<file path="config.mk">
export PLATFORM = sky130hd
export DESIGN_NAME = radiotap_header_parser_unit
export DESIGN_NICKNAME = d
export VERILOG_FILES = /design/src/design/rthp_pkg.sv /design/src/design/rthp_input_stage.sv /design/src/design/rthp_field_parser.sv /design/src/design/radiotap_header_parser_unit.sv
export SDC_FILE = /design/constraint.sdc
export NUM_CORES = 1
export LEC_CHECK = 0
export BUFFER_PORTS_ARGS = -buffer_cell sky130_fd_sc_hd__buf_2
export CORE_ASPECT_RATIO = 0.7
export CORE_MARGIN = 2
export CORE_UTILIZATION = 40
export DETAILED_ROUTE_END_ITERATION = 8
export GPL_TIMING_DRIVEN = 0
export PLACE_DENSITY = 0.56
export SYNTH_ARGS = -nofsm -noshare
export SYNTH_HDL_FRONTEND = slang
export SYNTH_SLANG_ARGS = --single-unit
</file>
<file path="constraint.sdc">
create_clock -name clk -period 23.6 [get_ports clk]
set_clock_uncertainty 0.15 [all_clocks]
set_input_delay 3.54 -clock clk [delete_from_list [all_inputs] [get_ports clk]]
set_output_delay 3.54 -clock clk [all_outputs]
set_load 0.02 [all_outputs]
</file>
<file path="src/design/rthp_pkg.sv">
// Shared types, constants and lookup functions for the radiotap header parser.
package rthp_pkg;

  localparam int unsigned NumFields = 14;
  localparam int unsigned CursorW   = 4;

  localparam logic [CursorW-1:0] FldTsf     = 4'd0;
  localparam logic [CursorW-1:0] FldFlags   = 4'd1;
  localparam logic [CursorW-1:0] FldRate    = 4'd2;
  localparam logic [CursorW-1:0] FldChannel = 4'd3;
  localparam logic [CursorW-1:0] FldSignal  = 4'd5;
  localparam logic [CursorW-1:0] FldNoise   = 4'd6;
  localparam logic [CursorW-1:0] FldAntenna = 4'd11;
  localparam logic [CursorW-1:0] FldNone    = 4'd14;

  localparam logic [15:0] OffLenLo  = 16'd2;
  localparam logic [15:0] OffLenHi  = 16'd3;
  localparam logic [15:0] OffWord0  = 16'd7;
  localparam logic [15:0] OffMax    = 16'hFFFF;

  localparam int unsigned Freq24First = 2412;
  localparam int unsigned Freq24Last  = 2477;
  localparam int unsigned Freq24Step  = 5;
  localparam int unsigned Chan24Count = (Freq24Last - Freq24First) / Freq24Step + 1;

  localparam logic [1:0] PreambleLong  = 2'd1;
  localparam logic [1:0] PreambleShort = 2'd2;

  typedef struct packed {
    logic [7:0] data_byte;
    logic       header_start;
  } rthp_beat_t;

  typedef struct packed {
    logic        tsf_present;
    logic [63:0] tsf;
    logic [1:0]  preamble;
    logic        rate_present;
    logic [10:0] data_rate;
    logic        channel_present;
    logic [7:0]  channel_number;
    logic [8:0]  signal_level;
    logic [8:0]  noise_level;
    logic        antenna_present;
    logic [7:0]  antenna_index;
  } rthp_hold_t;

  typedef struct packed {
    rthp_hold_t  hold;
    logic [15:0] header_length;
  } rthp_result_t;

  function automatic logic [3:0] field_size(input logic [CursorW-1:0] fld);
    logic [3:0] sz;
    case (fld)
      4'd0:    sz = 4'd8;
      4'd3:    sz = 4'd4;
      4'd4, 4'd7, 4'd8, 4'd9: sz = 4'd2;
      default: sz = 4'd1;
    endcase
    return sz;
  endfunction

  function automatic logic [7:0] freq_to_channel(input logic [15:0] f);
    logic [7:0] ch;
    ch = 8'd0;
    for (int k = 0; k < Chan24Count; k++) begin
      if (f == 16'(Freq24First + Freq24Step * k)) ch = 8'(k + 1);
    end
    case (f)
      16'd5170: ch = 8'd34;
      16'd5180: ch = 8'd36;
      16'd5190: ch = 8'd38;
      16'd5200: ch = 8'd40;
      16'd5210: ch = 8'd42;
      16'd5220: ch = 8'd44;
      16'd5230: ch = 8'd46;
      16'd5240: ch = 8'd48;
      16'd5260: ch = 8'd52;
      16'd5280: ch = 8'd56;
      16'd5300: ch = 8'd60;
      16'd5320: ch = 8'd64;
      16'd5745: ch = 8'd149;
      16'd5765: ch = 8'd153;
      16'd5785: ch = 8'd157;
      16'd5805: ch = 8'd161;
      default:  ch = ch;
    endcase
    return ch;
  endfunction

endpackage

</file>
<file path="src/design/rthp_input_stage.sv">
// Input register stage: holds one header byte beat ahead of the parser.
module rthp_input_stage
  import rthp_pkg::*;
(
  input  logic       clk,
  input  logic       rst_n,
  input  logic       in_valid,
  output logic       in_ready,
  input  rthp_beat_t in_beat,
  input  logic       advance,
  output logic       stage_valid,
  output rthp_beat_t stage_beat
);

  logic       valid_r;
  rthp_beat_t beat_r;

  assign in_ready    = !valid_r || advance;
  assign stage_valid = valid_r;
  assign stage_beat  = beat_r;

  always_ff @(posedge clk) begin
    if (!rst_n) begin
      valid_r <= 1'b0;
    end else if (in_valid && in_ready) begin
      valid_r <= 1'b1;
    end else if (advance) begin
      valid_r <= 1'b0;
    end
  end

  always_ff @(posedge clk) begin
    if (in_valid && in_ready) begin
      beat_r <= in_beat;
    end
  end

endmodule

</file>
<file path="src/design/rthp_field_parser.sv">
// Parse state and per-byte field decode; flags a result on the last header byte.
module rthp_field_parser
  import rthp_pkg::*;
(
  input  logic         clk,
  input  logic         rst_n,
  input  logic         go,
  input  rthp_beat_t   beat,
  output logic         emit,
  output rthp_result_t result
);

  logic [15:0]         offset_r, offset_nxt;
  logic [15:0]         length_r, length_nxt;
  logic [NumFields-1:0] present_r, present_nxt;
  logic                ext_r, ext_nxt;
  logic [CursorW-1:0]  cursor_r, cursor_nxt;
  logic [2:0]          fidx_r, fidx_nxt;
  logic [63:0]         shift_r, shift_nxt;
  rthp_hold_t          hold_r, hold_nxt;
  logic                done_r, done_nxt;

  always_comb begin
    logic [15:0]        off;
    logic [7:0]         b;
    logic [63:0]        v;
    logic               found;
    logic [CursorW-1:0] sel;

    b          = beat.data_byte;
    off        = offset_r;
    offset_nxt = offset_r;
    length_nxt = length_r;
    present_nxt = present_r;
    ext_nxt    = ext_r;
    cursor_nxt = cursor_r;
    fidx_nxt   = fidx_r;
    shift_nxt  = shift_r;
    hold_nxt   = hold_r;
    done_nxt   = done_r;
    emit       = 1'b0;
    v          = '0;
    found      = 1'b0;
    sel        = FldNone;

    if (beat.header_start) begin
      off         = '0;
      offset_nxt  = '0;
      length_nxt  = '0;
      present_nxt = '0;
      ext_nxt     = 1'b0;
      cursor_nxt  = '0;
      fidx_nxt    = '0;
      shift_nxt   = '0;
      hold_nxt    = '0;
      done_nxt    = 1'b0;
    end

    if (!done_nxt) begin
      if (off == OffLenLo) begin
        length_nxt = {8'd0, b};
      end else if (off == OffLenHi) begin
        length_nxt = {b, length_nxt[7:0]};
        ext_nxt    = 1'b1;
        fidx_nxt   = '0;
        shift_nxt  = '0;
      end else if (off > OffLenHi) begin
        if (ext_nxt) begin
          v = shift_nxt | (64'(b) << {fidx_nxt[1:0], 3'b000});
          if (fidx_nxt >= 3'd3) begin
            if (off == OffWord0) present_nxt = v[NumFields-1:0];
            ext_nxt   = b[7];
            fidx_nxt  = '0;
            shift_nxt = '0;
          end else begin
            fidx_nxt  = fidx_nxt + 3'd1;
            shift_nxt = v;
          end
        end else begin
          for (int k = 0; k < NumFields; k++) begin
            if (!found && (CursorW'(k) >= cursor_nxt) && present_nxt[k]) begin
              found = 1'b1;
              sel   = CursorW'(k);
            end
          end
          if (!found) begin
            cursor_nxt = FldNone;
          end else begin
            v = shift_nxt | (64'(b) << {fidx_nxt, 3'b000});
            if (({1'b0, fidx_nxt} + 4'd1) >= field_size(sel)) begin
              case (sel)
                FldTsf: begin
                  hold_nxt.tsf_present = 1'b1;
                  hold_nxt.tsf         = v;
                end
                FldFlags: hold_nxt.preamble = v[1] ? PreambleShort : PreambleLong;
                FldRate: begin
                  hold_nxt.rate_present = 1'b1;
                  hold_nxt.data_rate    = {1'b0, v[7:0], 2'b00} + {3'b000, v[7:0]};
                end
                FldChannel: begin
                  hold_nxt.channel_present = 1'b1;
                  hold_nxt.channel_number  = freq_to_channel(v[15:0]);
                end
                FldSignal: hold_nxt.signal_level = {~v[7], v[7:0]};
                FldNoise:  hold_nxt.noise_level  = {~v[7], v[7:0]};
                FldAntenna: begin
                  hold_nxt.antenna_present = 1'b1;
                  hold_nxt.antenna_index   = v[7:0];
                end
                default: hold_nxt = hold_nxt;
              endcase
              cursor_nxt = sel + CursorW'(1);
              fidx_nxt   = '0;
              shift_nxt  = '0;
            end else begin
              cursor_nxt = sel;
              fidx_nxt   = fidx_nxt + 3'd1;
              shift_nxt  = v;
            end
          end
        end
      end

      if (off != OffMax) offset_nxt = off + 16'd1;

      if ((off >= OffLenHi) && (({1'b0, off} + 17'd1) >= {1'b0, length_nxt})) begin
        done_nxt = 1'b1;
        emit     = 1'b1;
      end
    end
  end

  assign result.hold          = hold_nxt;
  assign result.header_length = length_nxt;

  always_ff @(posedge clk) begin
    if (!rst_n) begin
      offset_r  <= '0;
      length_r  <= '0;
      present_r <= '0;
      ext_r     <= 1'b0;
      cursor_r  <= '0;
      fidx_r    <= '0;
      shift_r   <= '0;
      hold_r    <= '0;
      done_r    <= 1'b0;
    end else if (go) begin
      offset_r  <= offset_nxt;
      length_r  <= length_nxt;
      present_r <= present_nxt;
      ext_r     <= ext_nxt;
      cursor_r  <= cursor_nxt;
      fidx_r    <= fidx_nxt;
      shift_r   <= shift_nxt;
      hold_r    <= hold_nxt;
      done_r    <= done_nxt;
    end
  end

endmodule

</file>
<file path="src/design/radiotap_header_parser_unit.sv">
// Top level of the radiotap header parser: input stage, field parser, result register.
//
// Usage: radiotap header bytes enter on the in_ channel, one byte per beat,
// with in_header_start high on byte 0 of each header. The parser reads the
// length and present bitmap, walks the selected fields and gives one result
// beat on the out_ channel when the last header byte (per the length field)
// has been taken; bytes beyond that are dropped until the next header start.
// Throughput: one byte per cycle while no result waits on out_ready; the
// one-byte decode step lies between the input register and the result register.
// Output: a result beat shows on out_valid once the last byte has passed the
// input register and then the result register.
// Stall: while a result waits on out_ready the result register holds; the
// input register takes one more byte only if it is empty, then in_ready stays low until the
// result is taken.
// Reset: rst_n (synchronous, active low) empties both registers and clears
// the parse state; the first byte after reset is treated as byte 0.
module radiotap_header_parser_unit
  import rthp_pkg::*;
(
  input  logic        clk,
  input  logic        rst_n,
  input  logic        in_valid,
  output logic        in_ready,
  input  logic [7:0]  in_data_byte,
  input  logic        in_header_start,
  output logic        out_valid,
  input  logic        out_ready,
  output logic        out_tsf_present,
  output logic [63:0] out_tsf,
  output logic [1:0]  out_preamble,
  output logic        out_rate_present,
  output logic [10:0] out_data_rate,
  output logic        out_channel_present,
  output logic [7:0]  out_channel_number,
  output logic [8:0]  out_signal_level,
  output logic [8:0]  out_noise_level,
  output logic        out_antenna_present,
  output logic [7:0]  out_antenna_index,
  output logic [15:0] out_header_length
);

  rthp_beat_t   in_beat;
  rthp_beat_t   stage_beat;
  logic         stage_valid;
  logic         out_free;
  logic         advance;
  logic         emit;
  rthp_result_t result;
  logic         out_valid_r;
  rthp_result_t result_r;

  assign in_beat.data_byte    = in_data_byte;
  assign in_beat.header_start = in_header_start;

  assign out_free = !out_valid_r || out_ready;
  assign advance  = stage_valid && out_free;

  rthp_input_stage u_input (
    .clk         (clk),
    .rst_n       (rst_n),
    .in_valid    (in_valid),
    .in_ready    (in_ready),
    .in_beat     (in_beat),
    .advance     (advance),
    .stage_valid (stage_valid),
    .stage_beat  (stage_beat)
  );

  rthp_field_parser u_parser (
    .clk    (clk),
    .rst_n  (rst_n),
    .go     (advance),
    .beat   (stage_beat),
    .emit   (emit),
    .result (result)
  );

  always_ff @(posedge clk) begin
    if (!rst_n) begin
      out_valid_r <= 1'b0;
    end else if (out_free) begin
      out_valid_r <= advance && emit;
    end
  end

  always_ff @(posedge clk) begin
    if (advance && emit) begin
      result_r <= result;
    end
  end

  assign out_valid           = out_valid_r;
  assign out_tsf_present     = result_r.hold.tsf_present;
  assign out_tsf             = result_r.hold.tsf;
  assign out_preamble        = result_r.hold.preamble;
  assign out_rate_present    = result_r.hold.rate_present;
  assign out_data_rate       = result_r.hold.data_rate;
  assign out_channel_present = result_r.hold.channel_present;
  assign out_channel_number  = result_r.hold.channel_number;
  assign out_signal_level    = result_r.hold.signal_level;
  assign out_noise_level     = result_r.hold.noise_level;
  assign out_antenna_present = result_r.hold.antenna_present;
  assign out_antenna_index   = result_r.hold.antenna_index;
  assign out_header_length   = result_r.header_length;

endmodule

</file>
* After elaboration in Yosys (flattened, before gate mapping)
Index checks and enable logic that the tools add are counted.
** Cells by class
- Equality and inequality tests :: 44
- Add/sub/neg operators :: 6
- Bitwise operators :: 3
- Mux-type cells :: 196
- Reductions and logical operators :: 51
- Shift operators :: 2
- Order comparisons :: 19
** Operators by type and width (number)
- two-way mux 115 bit :: 8
- two-way mux 64 bit :: 9
- equality test 16 x 13 -> 1 bit, second input constant :: 16
- equality test 16 x 12 -> 1 bit, second input constant :: 14
- two-way mux 4 bit :: 40
- two-way mux 16 bit :: 8
- bitwise OR 64 bit :: 2
- case mux 8 bit (16 select lines) :: 1
- two-way mux 14 bit :: 8
- two-way mux 1 bit :: 98
- two-way mux 65 bit :: 1
- << shifter 8 x 5 -> 64 bit :: 1
- << shifter 8 x 6 -> 64 bit :: 1
- two-way mux 3 bit :: 13
- two-way mux 9 bit :: 4
- equality test 16 x 2 -> 1 bit, second input constant :: 2
- logical AND 1 bit :: 31
- >= comparator 4 bit, first input constant :: 6
- adder 16 x 1 -> 17 bit, second input constant :: 1
- >= comparator 17 x 16 -> 1 bit :: 1
- adder 16 x 1 -> 16 bit, second input constant :: 1
- equality test 16 x 3 -> 1 bit, second input constant :: 1
- equality test 4 x 3 -> 1 bit, second input constant :: 4
- >= comparator 16 x 2 -> 1 bit, second input constant :: 1
- other kinds (23) :: 49
** Word-level totals
- Register bits :: 376
- Input port bits :: 13
- Output and inout port bits :: 133

* Logic depth before layout (Yosys ltp)
- Word-level depth :: 143
- Mapped depth :: 25

* Modules after synthesis
From an unflattened synthesis, not the netlist that was laid out.
** Second synthesis, totals
- Cells, all modules :: 2298
- Area total of the unflattened synthesis :: 19855.3 sq um
** Modules (own cells, without submodules)
- rthp_field_parser :: area each 15519.9 sq um, seq. area each 4684.5 sq um, instances 1, cells each 2147
- radiotap_header_parser_unit :: area each 4007.6 sq um, seq. area each 3953.8 sq um, instances 1, cells each 137
- rthp_input_stage :: area each 327.8 sq um, seq. area each 290.3 sq um, instances 1, cells each 14

* Worst setup path before layout
OpenSTA, ideal clock, no wires.
- Path kind :: register to register
- Start point :: register u_input.beat_r, in the netlist u_input.stage_beat[0]
- End point :: register result_r, in the netlist out_antenna_index[0], enable pin
- Setup time :: 0.781 ns
- Path slack :: 9.554 ns
- Period minus slack after synthesis :: 14.046 ns
- Stages on the path, launching flop included :: 25
- Path buffers :: 9
- Arrival time :: 13.115 ns
- Required time :: 22.669 ns
- Cells stage by stage :: edfxtp_1 buf_2 buf_6 buf_6 buf_2 clkbuf_1 buf_2 buf_2 buf_1 nor2b_1 ha_1 clkbuf_1 nand4b_2 nor4_4 and3_1 and3_1 xnor2_1 nor2_1 ha_1 o211ai_1 nor2_1 nand4_1 o21bai_1 a211oi_1 nor3_1
** Between the ends
- Longest elaborated chain between the ends :: 10
- Elaborated cells on any way between the ends :: 15
- Those cells by class :: 1 x add/sub; 2 x order compare; 2 x eq/ne; 8 x mux; 2 x reduce/logical
** RTL lines
- from (decl) :: RTL line rthp_input_stage.sv:16 : rthp_beat_t beat_r;
- from (signal assigned) :: RTL line rthp_input_stage.sv:34 : beat_r <= in_beat;
- branches (longest 8 deep; another with adder 16 x 1 -> 17 bit)
- two-way mux 1 bit (*) :: RTL line rthp_field_parser.sv:59 : if (!done_nxt) begin
- logical AND 1 bit (*) :: RTL line radiotap_header_parser_unit.sv:87 : if (advance && emit) begin
- to (signal assigned) :: RTL line radiotap_header_parser_unit.sv:88 : result_r <= result;
- to (decl) :: RTL line radiotap_header_parser_unit.sv:50 : rthp_result_t result_r;
Every way passes the cells marked *. The select of a mux whose other input is x is not followed.
A chain may end at the register's enable or synchronous reset.

* Worst setup path in the final report
- Start point :: register u_input.beat_r, in the netlist u_input.stage_beat[0]
- End point :: register result_r, in the netlist out_data_rate[6], enable pin
The elaborated chain is that of the path after synthesis.

==> flow_metrics.py <==
metrics = {
    "cts": {
        "cts_buffers": 41,
        "cts_max_path_buffers": 3,
        "hold_buffers": 0,
        "h-tree-depth": 2,
        "path_clk_slew_ps": 60,
        "root_buffer": "clkbuf_16",
        "cts_resized": 0,
        "post_cts_buffers": 0,
        "cts_tree": "built",
        "clock_latency_ps": 570,
        "cts_sinks": 376,
    },
    "sta": {
        "fin_ws_ps": 13680,
        "hold_viol_final": 0,
        "relSlewSlack": -0.02125,
        "clock.fmax_ghz": 0.1008,
        "tns_ps": 0,
        "layout_worst_path_cycle_share": 0.4205,
        "drv_slew": 10,
        "rsz0062_at_grt": "false",
        "timing.hold.ws_ps": 308.1,
        "worst_slew_pin_slew_ps": 1519,
        "setup_viol": 0,
        "period_needed_ps": 9924,
    },
    "setup_path": {
        "crit_type": "register to register",
        "start_kind": "register",
        "worstReg2RegEnd": "out_data_rate[6]",
        "cp-startpoint": "u_input.stage_beat[0]",
        "worst-path-max-fanout": 14,
        "rrSetupSlack_ps": 13680,
        "worstPathRequired_ps": 23770,
        "crit_arrival_ps": 10090,
        "crit_end": "out_data_rate[6]",
        "worst_r2r_path_depth": 30,
        "critPathSlowestCell": "buf_1",
        "timing.rr.start": "u_input.stage_beat[0]",
        "cpMostUsedCell": "buf_6",
        "crit_path_end_kind": "register",
        "critPathMaxStageDelay_ps": 950,
    },
    "logic_synthesis": {
        "synth_area_sq_um": 19620,
        "yosysTopAreaCell": "dfxtp_1",
        "synth_simple_gate_area_frac": 0.1826,
        "ys_ff_latch": 376,
        "muxShareOfSynthArea": 0.01856,
        "synth_top_family_by_area": "compound AO/OA/AOI/OAI gates",
        "synth_xor_area_frac": 0.009820,
        "yosys_warnings": 0,
        "synth_commonest_cells": "236 x dfxtp_1, 224 x nor2_1, 217 x nand2_1",
        "synthesis.nets": 2257,
        "async_reset_ff_frac": 0,
        "synth.avg_cell_area_sq_um": 8.883,
        "synth-compound-area-share": 0.2588,
        "syn_inst": 2209,
        "synth.area.top_cells": "dfxtp_1 24%, edfxtp_1 21%, o21ai_0 4.5%",
        "yosysMostFrequentCell": "dfxtp_1",
        "synth_ff_type": "dfxtp_1",
        "synth_adder_area_share": 0.02270,
        "yosysSeqAreaShare": 0.4550,
        "synth_cell_types": 104,
        "synth.top_cell.area_share": 0.2408,
        "synth_edf_count": 140,
    },
    "route": {
        "wl_per_cell_um": 30.40,
        "vias_per_cell": 6.455,
        "wl_mm": 94.12,
        "drt_iter0_markers": 3079,
        "met1Wirelength_mm": 42.65,
        "vias": 19980,
        "dr_wl_met3_mm": 11.51,
        "drc": 0,
        "route.top_layer_used": "met5",
        "ant_nets": 0,
        "first_pass_iters": 6,
        "met2_length_mm": 36.16,
    },
    "global_route": {
        "grt_pass1_wl_mm": 132.0,
        "grt_pass1_vias": 18360,
        "grt_antenna_before_repair": 1,
        "gr-total-overflow": 0,
        "grt_max_degree": 15,
        "grt_usage": 0.3628,
    },
    "placement": {
        "place_congestion": 1.024,
        "place_inst": 3020,
        "dp_slack_ps": 14140,
        "place_area_sq_um": 21310,
        "hpwl_mm": 69.68,
        "portBuffers": 144,
    },
    "final_layout": {
        "stdcell_count": 3096,
        "fin_nets": 2457,
        "fin_area_sq_um": 22590,
        "area_growth_pct": 15.12,
        "drive_gt1_frac": 0.1324,
    },
    "status": {
        "status": "finished, violations left",
        "violations": "max-capacitance violations, max-slew violations",
    },
    "die": {
        "coreArea_sq_um": 48120,
        "pin_count": 146,
        "placement_rows": 67,
        "die_h_um": 189.3,
        "die_area_sq_um": 50870,
        "die_w_um": 268.7,
        "start_util": 0.4078,
    },
    "power_and_ir_drop": {
        "p_per_area_nw_per_um2": 66.47,
        "leakage_nw": 8.473,
        "ir_drop_v": 0.00004567,
    },
    "min_path": {
        "hp-class": "register to register",
    },
    "job": {
        "cap_violations": 1,
    },
}
==> how the worst min path moves through the flow <==
stage | start | end | slack [ps] | cells past startpoint
final | u_parser.hold_r[33] | u_parser.hold_r[33] | 310 | 2
after global routing | u_parser.hold_r[30] | u_parser.hold_r[30] | 330 | 2
after CTS | u_parser.hold_r[79] | u_parser.hold_r[79] | 310 | 2
after detailed placement | u_parser.hold_r[33] | u_parser.hold_r[33] | 300 | 2
after global placement | u_parser.hold_r[79] | u_parser.hold_r[79] | 290 | 2
after floorplan | u_parser.hold_r[67] | u_parser.hold_r[67] | 280 | 2
==> final cells by class <==
class / count / area (sq um)
diodes: 1 / 2.502
plain buffers: 185 / 812.0
clock buffers: 57 / 1126
clock inverters: 17 / 150.1
fillers: 4789 / 25530
inverters: 57 / 219.0
multi-input cells: 1591 / 9671
flip-flops and latches: 376 / 8929
well taps: 655 / 819.5
repair buffers: 157 / 860.8
==> cell families (layout without fill, tap and decap cells) <==
logic type,count (synthesis),count (layout)
AOI/OAI and AO/OA,755,755
and+or+nand+nor,744,744
DFF,376,376
buffers and inverters,242,473
adders and majority gates,35,35
muxes,35,35
xor gates and xnor gates,22,22
other,0,1
==> critical path, delay by kind of cell (launching register included) <==
family,cells,cell delay [ps]
simple gates,4,950
fa+ha+maj,2,550
compound gates,7,1830
flops,1,320
buf+inv,17,5870
==> power by group <==
| part | internal (mW) | leakage, nW | total (mW) | switching [mW] |
|---|---|---|---|---|
| Combinational | 0.0393 | 4.44 | 0.180 | 0.141 |
| Clock | 0.357 | 0.619 | 0.640 | 0.283 |
| Sequential | 0.676 | 3.42 | 0.681 | 0.00528 |
| Total | 1.07 | 8.47 | 1.50 | 0.430 |
==> layer usage <==
layer / GRT usage / vias up
met4: 0.1451 / 2
met1: 0.5451 / 9838
met2: 0.4779 / 1292
met5: 0 / -
met3: 0.1043 / 217
li1: - / 8635
==> flip-flops by register name (all words and copies together) (netlist names), 11 cells and up <==
register,count
u_parser.length_r,16
u_parser.hold_r,115
out_tsf,64
out_data_rate,11
u_parser.shift_r,64
out_header_length,16
u_parser.offset_r,16
u_parser.present_r,14
==> stage by stage <==
stage | power (mW) | util
6_report | 1.501 | 0.4694
5_1_grt | 1.537 | 0.4694
4_1_cts | 1.497 | 0.4693
3_5_place_dp | 0.8647 | 0.4428
3_3_place_gp | 0.8649 | 0.4398
2_1_floorplan | 0.7891 | -
==> cells in the final DEF, fill, tap and decap left out, drive strengths merged, types with 7 or more instances in the layout <==
| master | synthesis | layout |
|---|---|---|
| a211oi | 35 | 35 |
| a32o | 16 | 16 |
| nor4 | 18 | 18 |
| edfxtp | 140 | 140 |
| or3 | 9 | 9 |
| a32oi | 14 | 14 |
| xnor2 | 16 | 16 |
| o22ai | 28 | 28 |
| a31oi | 36 | 36 |
| nor2 | 228 | 228 |
| dfxtp | 236 | 236 |
| o21ai | 194 | 194 |
| clkbuf | 126 | 183 |
| nand3 | 100 | 100 |
| clkinv | 4 | 13 |
| nor3 | 49 | 49 |
| ha | 34 | 34 |
| o211ai | 13 | 13 |
| o31ai | 9 | 9 |
| mux2i | 30 | 30 |
| o2bb2ai | 15 | 15 |
| a21o | 19 | 19 |
| nand4 | 27 | 27 |
| a2bb2oi | 21 | 21 |
| nand2 | 220 | 220 |
| nor2b | 23 | 23 |
| a22o | 44 | 44 |
| and2 | 18 | 18 |
| nand2b | 7 | 7 |
| a22oi | 57 | 57 |
| and3 | 18 | 18 |
| inv | 53 | 56 |
| o221ai | 9 | 9 |
| a221o | 8 | 8 |
| a21oi | 169 | 169 |
| o21bai | 8 | 8 |
| buf | 59 | 216 |
| o32ai | 8 | 8 |
Note: power is estimated with default switching activity, not from simulation.
